==> src/mqsb_pkg.sv <==
package mqsb_pkg;

  // Field widths of the request and response channels.
  localparam int CMD_W    = 1;
  localparam int QNUM_W   = 3;
  localparam int DATA_W   = 32;
  localparam int STATUS_W = 2;

  // Operation codes.
  localparam logic [CMD_W-1:0] CMD_ENQ = 1'b0;
  localparam logic [CMD_W-1:0] CMD_DEQ = 1'b1;

  // Response status codes.
  localparam logic [STATUS_W-1:0] ST_OK    = 2'd0;
  localparam logic [STATUS_W-1:0] ST_FULL  = 2'd1;
  localparam logic [STATUS_W-1:0] ST_EMPTY = 2'd2;

  typedef logic signed [DATA_W-1:0] data_t;

endpackage

==> src/mqsb_if.sv <==
// Request channel: one enqueue or dequeue per request.
interface mqsb_req_if import mqsb_pkg::*; ();
  logic                valid;
  logic                ready;
  logic [CMD_W-1:0]    cmd;
  logic [QNUM_W-1:0]   queue_num;
  data_t               push_value;

  modport source (output valid, cmd, queue_num, push_value, input ready);
  modport sink (input valid, cmd, queue_num, push_value, output ready);
endinterface

// Response channel: one response per request.
interface mqsb_rsp_if import mqsb_pkg::*; ();
  logic                valid;
  logic                ready;
  data_t               pop_value;
  logic [STATUS_W-1:0] status;

  modport source (output valid, pop_value, status, input ready);
  modport sink (input valid, pop_value, status, output ready);
endinterface

==> src/multi_queue_shared_buffer_top.sv <==
// Several FIFO queues that share one pool of QUEUE_SLOTS data slots.
// The req channel carries an enqueue (cmd 0) or a dequeue (cmd 1) on a queue
// numbered from 1; push_value is stored on enqueue. The rsp channel returns one
// response per request: pop_value (zero unless a dequeue succeeded) and a
// status of ok, full (no free slot, or bad queue on enqueue) or empty.
// Slots are chained by a link memory and the data sits in a data memory, both
// synchronous with registered reads. A request is taken in the idle state,
// which issues the memory reads; the exec state then does the link update and
// write-back and loads the response register. The read-then-write of the link
// memory sets this split into an idle and an exec state. A new request is
// taken while a response waits; if the response register is still full in the
// exec state, the block holds there until the receiver takes it.
// Reset empties every queue and puts all slots on the free list in order at
// once: a fill count marks slots never handed out, whose links read as the
// next slot, so no clearing pass over the memories is needed.
module multi_queue_shared_buffer_top
  import mqsb_pkg::*;
#(
  parameter int QUEUE_SLOTS = 16,
  parameter int NUM_QUEUES  = 4
) (
  input  logic      clk,
  input  logic      rst,
  mqsb_req_if.sink  req,
  mqsb_rsp_if.source rsp
);

  // Pointers hold QUEUE_SLOTS as the null value.
  localparam int PW  = $clog2(QUEUE_SLOTS + 1);
  localparam int IW  = (QUEUE_SLOTS > 1) ? $clog2(QUEUE_SLOTS) : 1;
  // Only queues reachable through the queue number field get storage.
  localparam int QLIM = (1 << QNUM_W) - 1;
  localparam int NQ   = (NUM_QUEUES < QLIM) ? NUM_QUEUES : QLIM;
  localparam int QIW  = (NQ > 1) ? $clog2(NQ) : 1;
  localparam logic [PW-1:0]     NULL_PTR = PW'(QUEUE_SLOTS);
  localparam logic [QNUM_W-1:0] QMAX     = QNUM_W'(NQ);

  localparam logic S_IDLE = 1'b0;
  localparam logic S_EXEC = 1'b1;

  logic state;

  // Queue pointers, free list head and the count of slots ever handed out.
  logic [PW-1:0] head [NQ];
  logic [PW-1:0] tail [NQ];
  logic [PW-1:0] free_head;
  logic [PW-1:0] fresh;

  // Memories.
  logic [PW-1:0] link_mem [QUEUE_SLOTS];
  data_t         data_mem [QUEUE_SLOTS];
  logic [PW-1:0] link_rd;
  data_t         data_rd;

  // Request captured at acceptance.
  logic [CMD_W-1:0] op;
  logic [QIW-1:0]   qi;
  logic             q_ok;
  data_t            wdata;
  logic [PW-1:0]    slot;

  // Response register.
  logic                out_valid;
  data_t               out_pop;
  logic [STATUS_W-1:0] out_status;

  logic                accept;
  logic                commit;
  logic [QNUM_W-1:0]   qsel;
  logic [QIW-1:0]      qsel_idx;
  logic                qsel_ok;
  logic [PW-1:0]       slot_sel;
  logic                slot_ok;
  logic                act;
  logic [PW-1:0]       link_val;
  logic                lw_en;
  logic [IW-1:0]       lw_addr;
  logic [PW-1:0]       lw_data;
  logic [STATUS_W-1:0] st_calc;

  assign req.ready      = (state == S_IDLE);
  assign accept         = req.valid && req.ready;
  assign commit         = (state == S_EXEC) && (!out_valid || rsp.ready);
  assign rsp.valid      = out_valid;
  assign rsp.pop_value  = out_pop;
  assign rsp.status     = out_status;

  // Decode the queue number and choose the slot to touch.
  always_comb begin
    qsel     = req.queue_num - QNUM_W'(1);
    qsel_idx = qsel[QIW-1:0];
    qsel_ok  = (req.queue_num != '0) && (req.queue_num <= QMAX);
    if (req.cmd == CMD_DEQ) begin
      slot_sel = head[qsel_idx];
    end else begin
      slot_sel = free_head;
    end
  end

  // Work out the write-back from the captured request and the read data.
  always_comb begin
    slot_ok = (slot < NULL_PTR);
    act     = q_ok && slot_ok;
    // A slot never handed out still links to the slot after it.
    if (slot >= fresh) begin
      link_val = slot + PW'(1);
    end else begin
      link_val = link_rd;
    end
    if (act) begin
      st_calc = ST_OK;
    end else if (op == CMD_DEQ) begin
      st_calc = ST_EMPTY;
    end else begin
      st_calc = ST_FULL;
    end
    lw_en   = 1'b0;
    lw_addr = slot[IW-1:0];
    lw_data = free_head;
    if (commit && act) begin
      if (op == CMD_DEQ) begin
        lw_en = 1'b1;
      end else if (head[qi] < NULL_PTR) begin
        lw_en   = 1'b1;
        lw_addr = tail[qi][IW-1:0];
        lw_data = slot;
      end
    end
  end

  // Link memory: one read port, one write port.
  always_ff @(posedge clk) begin
    if (accept) begin
      link_rd <= link_mem[slot_sel[IW-1:0]];
    end
    if (lw_en) begin
      link_mem[lw_addr] <= lw_data;
    end
  end

  // Data memory: written on a successful enqueue, read for a dequeue.
  always_ff @(posedge clk) begin
    if (accept) begin
      data_rd <= data_mem[slot_sel[IW-1:0]];
    end
    if (commit && act && (op == CMD_ENQ)) begin
      data_mem[slot[IW-1:0]] <= wdata;
    end
  end

  // Capture the request.
  always_ff @(posedge clk) begin
    if (accept) begin
      op    <= req.cmd;
      qi    <= qsel_idx;
      q_ok  <= qsel_ok;
      wdata <= req.push_value;
      slot  <= slot_sel;
    end
  end

  // Control state, queue pointers and free list.
  always_ff @(posedge clk) begin
    if (rst) begin
      state     <= S_IDLE;
      free_head <= '0;
      fresh     <= '0;
      for (int i = 0; i < NQ; i++) begin
        head[i] <= NULL_PTR;
        tail[i] <= NULL_PTR;
      end
    end else begin
      case (state)
        S_IDLE: begin
          if (accept) begin
            state <= S_EXEC;
          end
        end
        S_EXEC: begin
          if (commit) begin
            state <= S_IDLE;
            if (act) begin
              if (op == CMD_ENQ) begin
                free_head <= link_val;
                if (slot >= fresh) begin
                  fresh <= fresh + PW'(1);
                end
                if (!(head[qi] < NULL_PTR)) begin
                  head[qi] <= slot;
                end
                tail[qi] <= slot;
              end else begin
                // The tail slot is the last one, so its link is not needed.
                if (slot == tail[qi]) begin
                  head[qi] <= NULL_PTR;
                end else begin
                  head[qi] <= link_val;
                end
                free_head <= slot;
              end
            end
          end
        end
        default: begin
          state <= S_IDLE;
        end
      endcase
    end
  end

  // Response register.
  always_ff @(posedge clk) begin
    if (rst) begin
      out_valid <= 1'b0;
    end else if (commit) begin
      out_valid <= 1'b1;
    end else if (rsp.ready) begin
      out_valid <= 1'b0;
    end
  end

  always_ff @(posedge clk) begin
    if (commit) begin
      out_status <= st_calc;
      if (act && (op == CMD_DEQ)) begin
        out_pop <= data_rd;
      end else begin
        out_pop <= '0;
      end
    end
  end

`ifndef SYNTH
  // An accepted request moves to the write-back cycle.
  a_accept_exec: assert property (@(posedge clk) disable iff (rst)
    accept |=> (state == S_EXEC))
    else $error("accepted request did not reach write-back");

  // A write-back always leaves a response waiting.
  a_commit_rsp: assert property (@(posedge clk) disable iff (rst)
    commit |=> rsp.valid)
    else $error("write-back without a response");

  // Failed operations return a zero data word.
  a_fail_zero: assert property (@(posedge clk) disable iff (rst)
    (rsp.valid && (rsp.status != ST_OK)) |-> (rsp.pop_value == '0))
    else $error("nonzero data on a failed operation");

  // The fill count never passes the number of slots.
  a_fresh_range: assert property (@(posedge clk) disable iff (rst)
    fresh <= NULL_PTR)
    else $error("fill count out of range");
`endif

endmodule
==> src/flat_wrapper.sv <==
// flat-port wrapper written by rule: the top's interface ports become plain ports
module multi_queue_shared_buffer_top_flat import mqsb_pkg::*;
#(
  parameter int QUEUE_SLOTS = 16,
  parameter int NUM_QUEUES  = 4
)
  (clk, rst, req_valid, req_cmd, req_queue_num, req_push_value, req_ready, rsp_valid, rsp_pop_value, rsp_status, rsp_ready);
  mqsb_req_if req_i ();
  mqsb_rsp_if rsp_i ();
  input  logic clk;
  input  logic rst;
  input wire logic [$bits(req_i.valid)-1:0] req_valid;
  input wire logic [$bits(req_i.cmd)-1:0] req_cmd;
  input wire logic [$bits(req_i.queue_num)-1:0] req_queue_num;
  input wire logic [$bits(req_i.push_value)-1:0] req_push_value;
  output wire logic [$bits(req_i.ready)-1:0] req_ready;
  output wire logic [$bits(rsp_i.valid)-1:0] rsp_valid;
  output wire logic [$bits(rsp_i.pop_value)-1:0] rsp_pop_value;
  output wire logic [$bits(rsp_i.status)-1:0] rsp_status;
  input wire logic [$bits(rsp_i.ready)-1:0] rsp_ready;
  assign req_i.valid = req_valid;
  assign req_i.cmd = req_cmd;
  assign req_i.queue_num = req_queue_num;
  assign req_i.push_value = req_push_value;
  assign req_ready = req_i.ready;
  assign rsp_valid = rsp_i.valid;
  assign rsp_pop_value = rsp_i.pop_value;
  assign rsp_status = rsp_i.status;
  assign rsp_i.ready = rsp_ready;
  multi_queue_shared_buffer_top #(.QUEUE_SLOTS(QUEUE_SLOTS), .NUM_QUEUES(NUM_QUEUES)) u_core (.clk(clk), .rst(rst), .req(req_i), .rsp(rsp_i));
endmodule
==> config.mk <==
export PLATFORM = sky130hd
export DESIGN_NAME = multi_queue_shared_buffer_top_flat
export DESIGN_NICKNAME = d
export VERILOG_FILES = /design/src/mqsb_pkg.sv /design/src/mqsb_if.sv /design/src/multi_queue_shared_buffer_top.sv /design/src/flat_wrapper.sv
export SDC_FILE = /design/constraint.sdc
export NUM_CORES = 1
export LEC_CHECK = 0
export BUFFER_PORTS_ARGS = -buffer_cell sky130_fd_sc_hd__buf_4
export CORE_MARGIN = 8
export CORE_UTILIZATION = 30
export CTS_BUF_LIST = sky130_fd_sc_hd__clkbuf_16
export DETAILED_ROUTE_END_ITERATION = 6
export GPL_ROUTABILITY_DRIVEN = 0
export GPL_TIMING_DRIVEN = 0
export PLACE_DENSITY_LB_ADDON = 0.12
export SLEW_MARGIN = 20
export SYNTH_ARGS = -nofsm -noshare
export SYNTH_HDL_FRONTEND = slang
export SYNTH_SLANG_ARGS = --single-unit
==> constraint.sdc <==
create_clock -name clk -period 8 [get_ports clk]
set_clock_uncertainty 0.15 [all_clocks]
set_input_delay 1.2 -clock clk [delete_from_list [all_inputs] [get_ports clk]]
set_output_delay 1.2 -clock clk [all_outputs]
set_load 0.02 [all_outputs]
==> flow_summary.json <==
{
  "outcome": "finished, final reports clean",
  "die_area_mm2": 0.107,
  "final_min_period_over_clock_period_pct": 57.5,
  "layout_min_cycle_time_ps": 4600,
  "critPathArrivalTime_ps": 4790,
  "worst_setup_path_startpoint": "req_queue_num[0]",
  "cellLeakagePower_nw": 11.1,
  "crit_path_start_kind": "input pin",
  "die_w_um": 327,
  "criticalPathCategory": "input pin to register",
  "layout_cell_share_with_drive_strength_beyond_1_pct": 28.1,
  "setup.worst_path.end_class": "register",
  "cts_tree": "yes",
  "vdd.ir_drop.worst_uv": 161,
  "postSynth.topFlopCell": "sky130_fd_sc_hd__edfxtp_1",
  "pwr_density_cell_mw_per_mm2": 256,
  "critical_path_required_ps": 8190,
  "reg2reg_depth": 11,
  "ant_nets": 0,
  "clk_transition_reported_paths_ps": 60,
  "timing.max_slew.rel_slack_pct": 33.0,
  "grt_setup_unrepaired": "false",
  "clock_tree.buffer_depth": 3,
  "most-common-layout-cells": "sky130_fd_sc_hd__edfxtp_1, sky130_fd_sc_hd__mux4_2, sky130_fd_sc_hd__buf_4, sky130_fd_sc_hd__clkbuf_16, sky130_fd_sc_hd__a22oi_1",
  "synthesis.yosys.warnings": 0,
  "postSynthAreaPerCell_um2": 20.9,
  "setup_ws_ps": 3400,
  "global_route.overflow_total": 0,
  "register_area_mm2": 0.0226,
  "number_of_global_route_vias_before_repair": 15300,
  "cts_sinks": 758,
  "fin_nets": 1651,
  "synth_edf_count": 744,
  "fin_tns_setup_ps": 0,
  "initial_core_utilization_pct": 30.1,
  "global_route_wire_length_before_repair_mm": 112,
  "met2WireLength_mm": 37.4,
  "yosysUniqueCellTypes": 44,
  "post_synth_inst_count": 1387,
  "rr_startpoint": "u_core.slot[4]",
  "antennaDiodeCount": 0,
  "footprint_of_the_multi_input_gates_mm2": 0.00604,
  "vias_per_cell": 4.84,
  "io_pins": 76,
  "route.vias.total": 14300,
  "postSynthNetCount": 1438,
  "clkLatencyLatePin_ps": 640,
  "core_area_mm2": 0.0963,
  "place.detailed.hpwl_mm": 51.2,
  "detail_route.wl_per_cell_um": 26.5,
  "post_cts_resize_count": 0,
  "synth.cell_area_mm2": 0.0290,
  "detail_route.wirelength_mm": 77.9,
  "numPortBuffers": 74,
  "maximum_number_of_pins_on_one_net_before_global_route_repair": 48,
  "timing.critical_path.to": "u_core.data_rd[25]",
  "maxUsedRoutingLayer": "met4",
  "synth_seq_area_share_pct": 78.1,
  "grt_antenna_before_repair": 1,
  "drt_drc_violations_left": 0,
  "max_cap_viol_count": 0,
  "tritoncts.num_buffers": 85,
  "drt_first_pass_iters": 5,
  "cts_root_buf": "sky130_fd_sc_hd__clkbuf_16",
  "wl_met3_mm": 3.68,
  "postSynth.asyncResetShare_pct": 0,
  "crit-reg2reg-capture": "u_core.data_mem[0][15]",
  "core.rowCount": 114,
  "die_h_um": 327,
  "post_cts_buffers": 0,
  "tightest_slew_ps": 1000,
  "hold_path_class": "register to register",
  "max_clock_freq_mhz": 217,
  "drt-initial-drc-count": 1187,
  "syn2layout_area_growth_pct": 19.9,
  "pre_cts_slack_ps": 2640,
  "ys_seq_elements": 758,
  "worst-r2r-setup-slack_ps": 3570,
  "timing.final.setup_violations": 0,
  "hold_viol": 0,
  "ctsHoldBuffers": 0,
  "fillerInstances": 8901,
  "cts_max_level": 3,
  "global_router_s_overall_resource_usage_pct": 14.5,
  "hold_path.startpoint": "u_core.fresh[1]",
  "final_common_cell": "sky130_fd_sc_hd__edfxtp_1",
  "met1_routed_wirelength_after_detailed_routing_mm": 35.2,
  "critical_path_peak_fanout": 10,
  "maxSlewViolCount": 0
}
## cell usage after synthesis (11+ instances only)
cell type | number | area, µm²
sky130_fd_sc_hd__nand3_1 | 12 | 60.1
sky130_fd_sc_hd__nand2_1 | 66 | 248
sky130_fd_sc_hd__clkbuf_1 | 45 | 169
sky130_fd_sc_hd__a22oi_1 | 75 | 563
sky130_fd_sc_hd__and3_1 | 38 | 238
sky130_fd_sc_hd__xnor2_1 | 11 | 96.3
sky130_fd_sc_hd__nor2_1 | 68 | 255
sky130_fd_sc_hd__dfxtp_1 | 14 | 280
sky130_fd_sc_hd__edfxtp_1 | 744 | 22300
sky130_fd_sc_hd__inv_1 | 21 | 78.8
sky130_fd_sc_hd__ha_1 | 11 | 138
sky130_fd_sc_hd__mux2_2 | 13 | 146
sky130_fd_sc_hd__a21oi_1 | 13 | 65.1
sky130_fd_sc_hd__mux4_2 | 159 | 3580
sky130_fd_sc_hd__nor3_1 | 12 | 60.1
## where the power goes
| group | total (mW) | switching, mW | internal [mW] | leakage, nW |
|---|---|---|---|---|
| Combinational | 0.580 | 0.343 | 0.237 | 2.86 |
| Sequential | 4.51 | 0.0649 | 4.44 | 6.87 |
| Clock | 3.79 | 1.59 | 2.20 | 1.36 |
## metrics by stage
stage	util, %	std cells	power, mW	instance area [µm²]	hold WS [ps]
floorplan	-	1387	4.93	29000	294
global placement	32.3	2737	5.17	31100	340
detailed placement	33.3	2789	5.19	32100	343
CTS	36.1	2946	9.02	34800	357
global route	36.1	2946	9.20	34800	378
finish	36.1	2946	8.88	34800	358
## worst max-delay path, stage by stage
cell and delay, ps:
sky130_fd_sc_hd__buf_6 130, sky130_fd_sc_hd__inv_1 80, sky130_fd_sc_hd__ha_1 490, sky130_fd_sc_hd__mux4_2 320, sky130_fd_sc_hd__mux2_2 300, sky130_fd_sc_hd__clkbuf_1 690, sky130_fd_sc_hd__clkbuf_1 820, sky130_fd_sc_hd__mux4_2 410
sky130_fd_sc_hd__a22oi_1 190, sky130_fd_sc_hd__nand2_1 170
## kinds of logic after synthesis
logic type	Yosys count	share of synthesized area, %
mux	177	13.1
fa+ha+maj	11	0.475
buf+inv	88	1.57
xor+xnor	13	0.393
compound gates	112	2.75
simple gates	228	3.70
flops	758	78.1
## metal layers
metal,vias to the layer above,GRT usage [%]
met2,333,23.8
met1,7668,19.8
li1,6148,-
met4,0,3.69
met3,104,2.71
met5,-,0
## registers in the layout, summed over array words and instances (netlist names), named ones only
| signal | flops |
|---|---|
| u_core.data_mem | 512 |
| u_core.link_mem | 80 |
| u_core.data_rd | 32 |
| u_core.rsp.pop_value | 32 |
| u_core.wdata | 32 |
| u_core.head | 20 |
| u_core.tail | 20 |
| u_core.free_head | 5 |
| u_core.fresh | 5 |
| u_core.link_rd | 5 |
| u_core.slot | 5 |
| u_core.qi | 2 |
| u_core.rsp.status | 2 |
| u_core.op | 1 |
| u_core.q_ok | 1 |
| u_core.rsp.valid | 1 |
| u_core.state | 1 |
## how the worst min path moves through the flow
stage | cells past startpoint | slack [ps] | end
2_1_floorplan | 2 | 290 | u_core.free_head[1]
3_3_place_gp | 2 | 340 | u_core.fresh[1]
3_5_place_dp | 2 | 340 | u_core.fresh[1]
4_1_cts | 2 | 360 | u_core.fresh[1]
5_1_grt | 2 | 380 | u_core.free_head[1]
6_report | 2 | 360 | u_core.fresh[1]
## area by class of cell
type	count	area share (%)
plain buffers	67	1.08
clock buffers	87	6.26
clock inverters	70	1.52
inverters	21	0.241
multi-input cells	541	17.4
flip-flops and latches	758	65.1
well taps	1276	4.59
repair buffers	126	3.83
No activity file was read; power rests on OpenSTA's default activity.
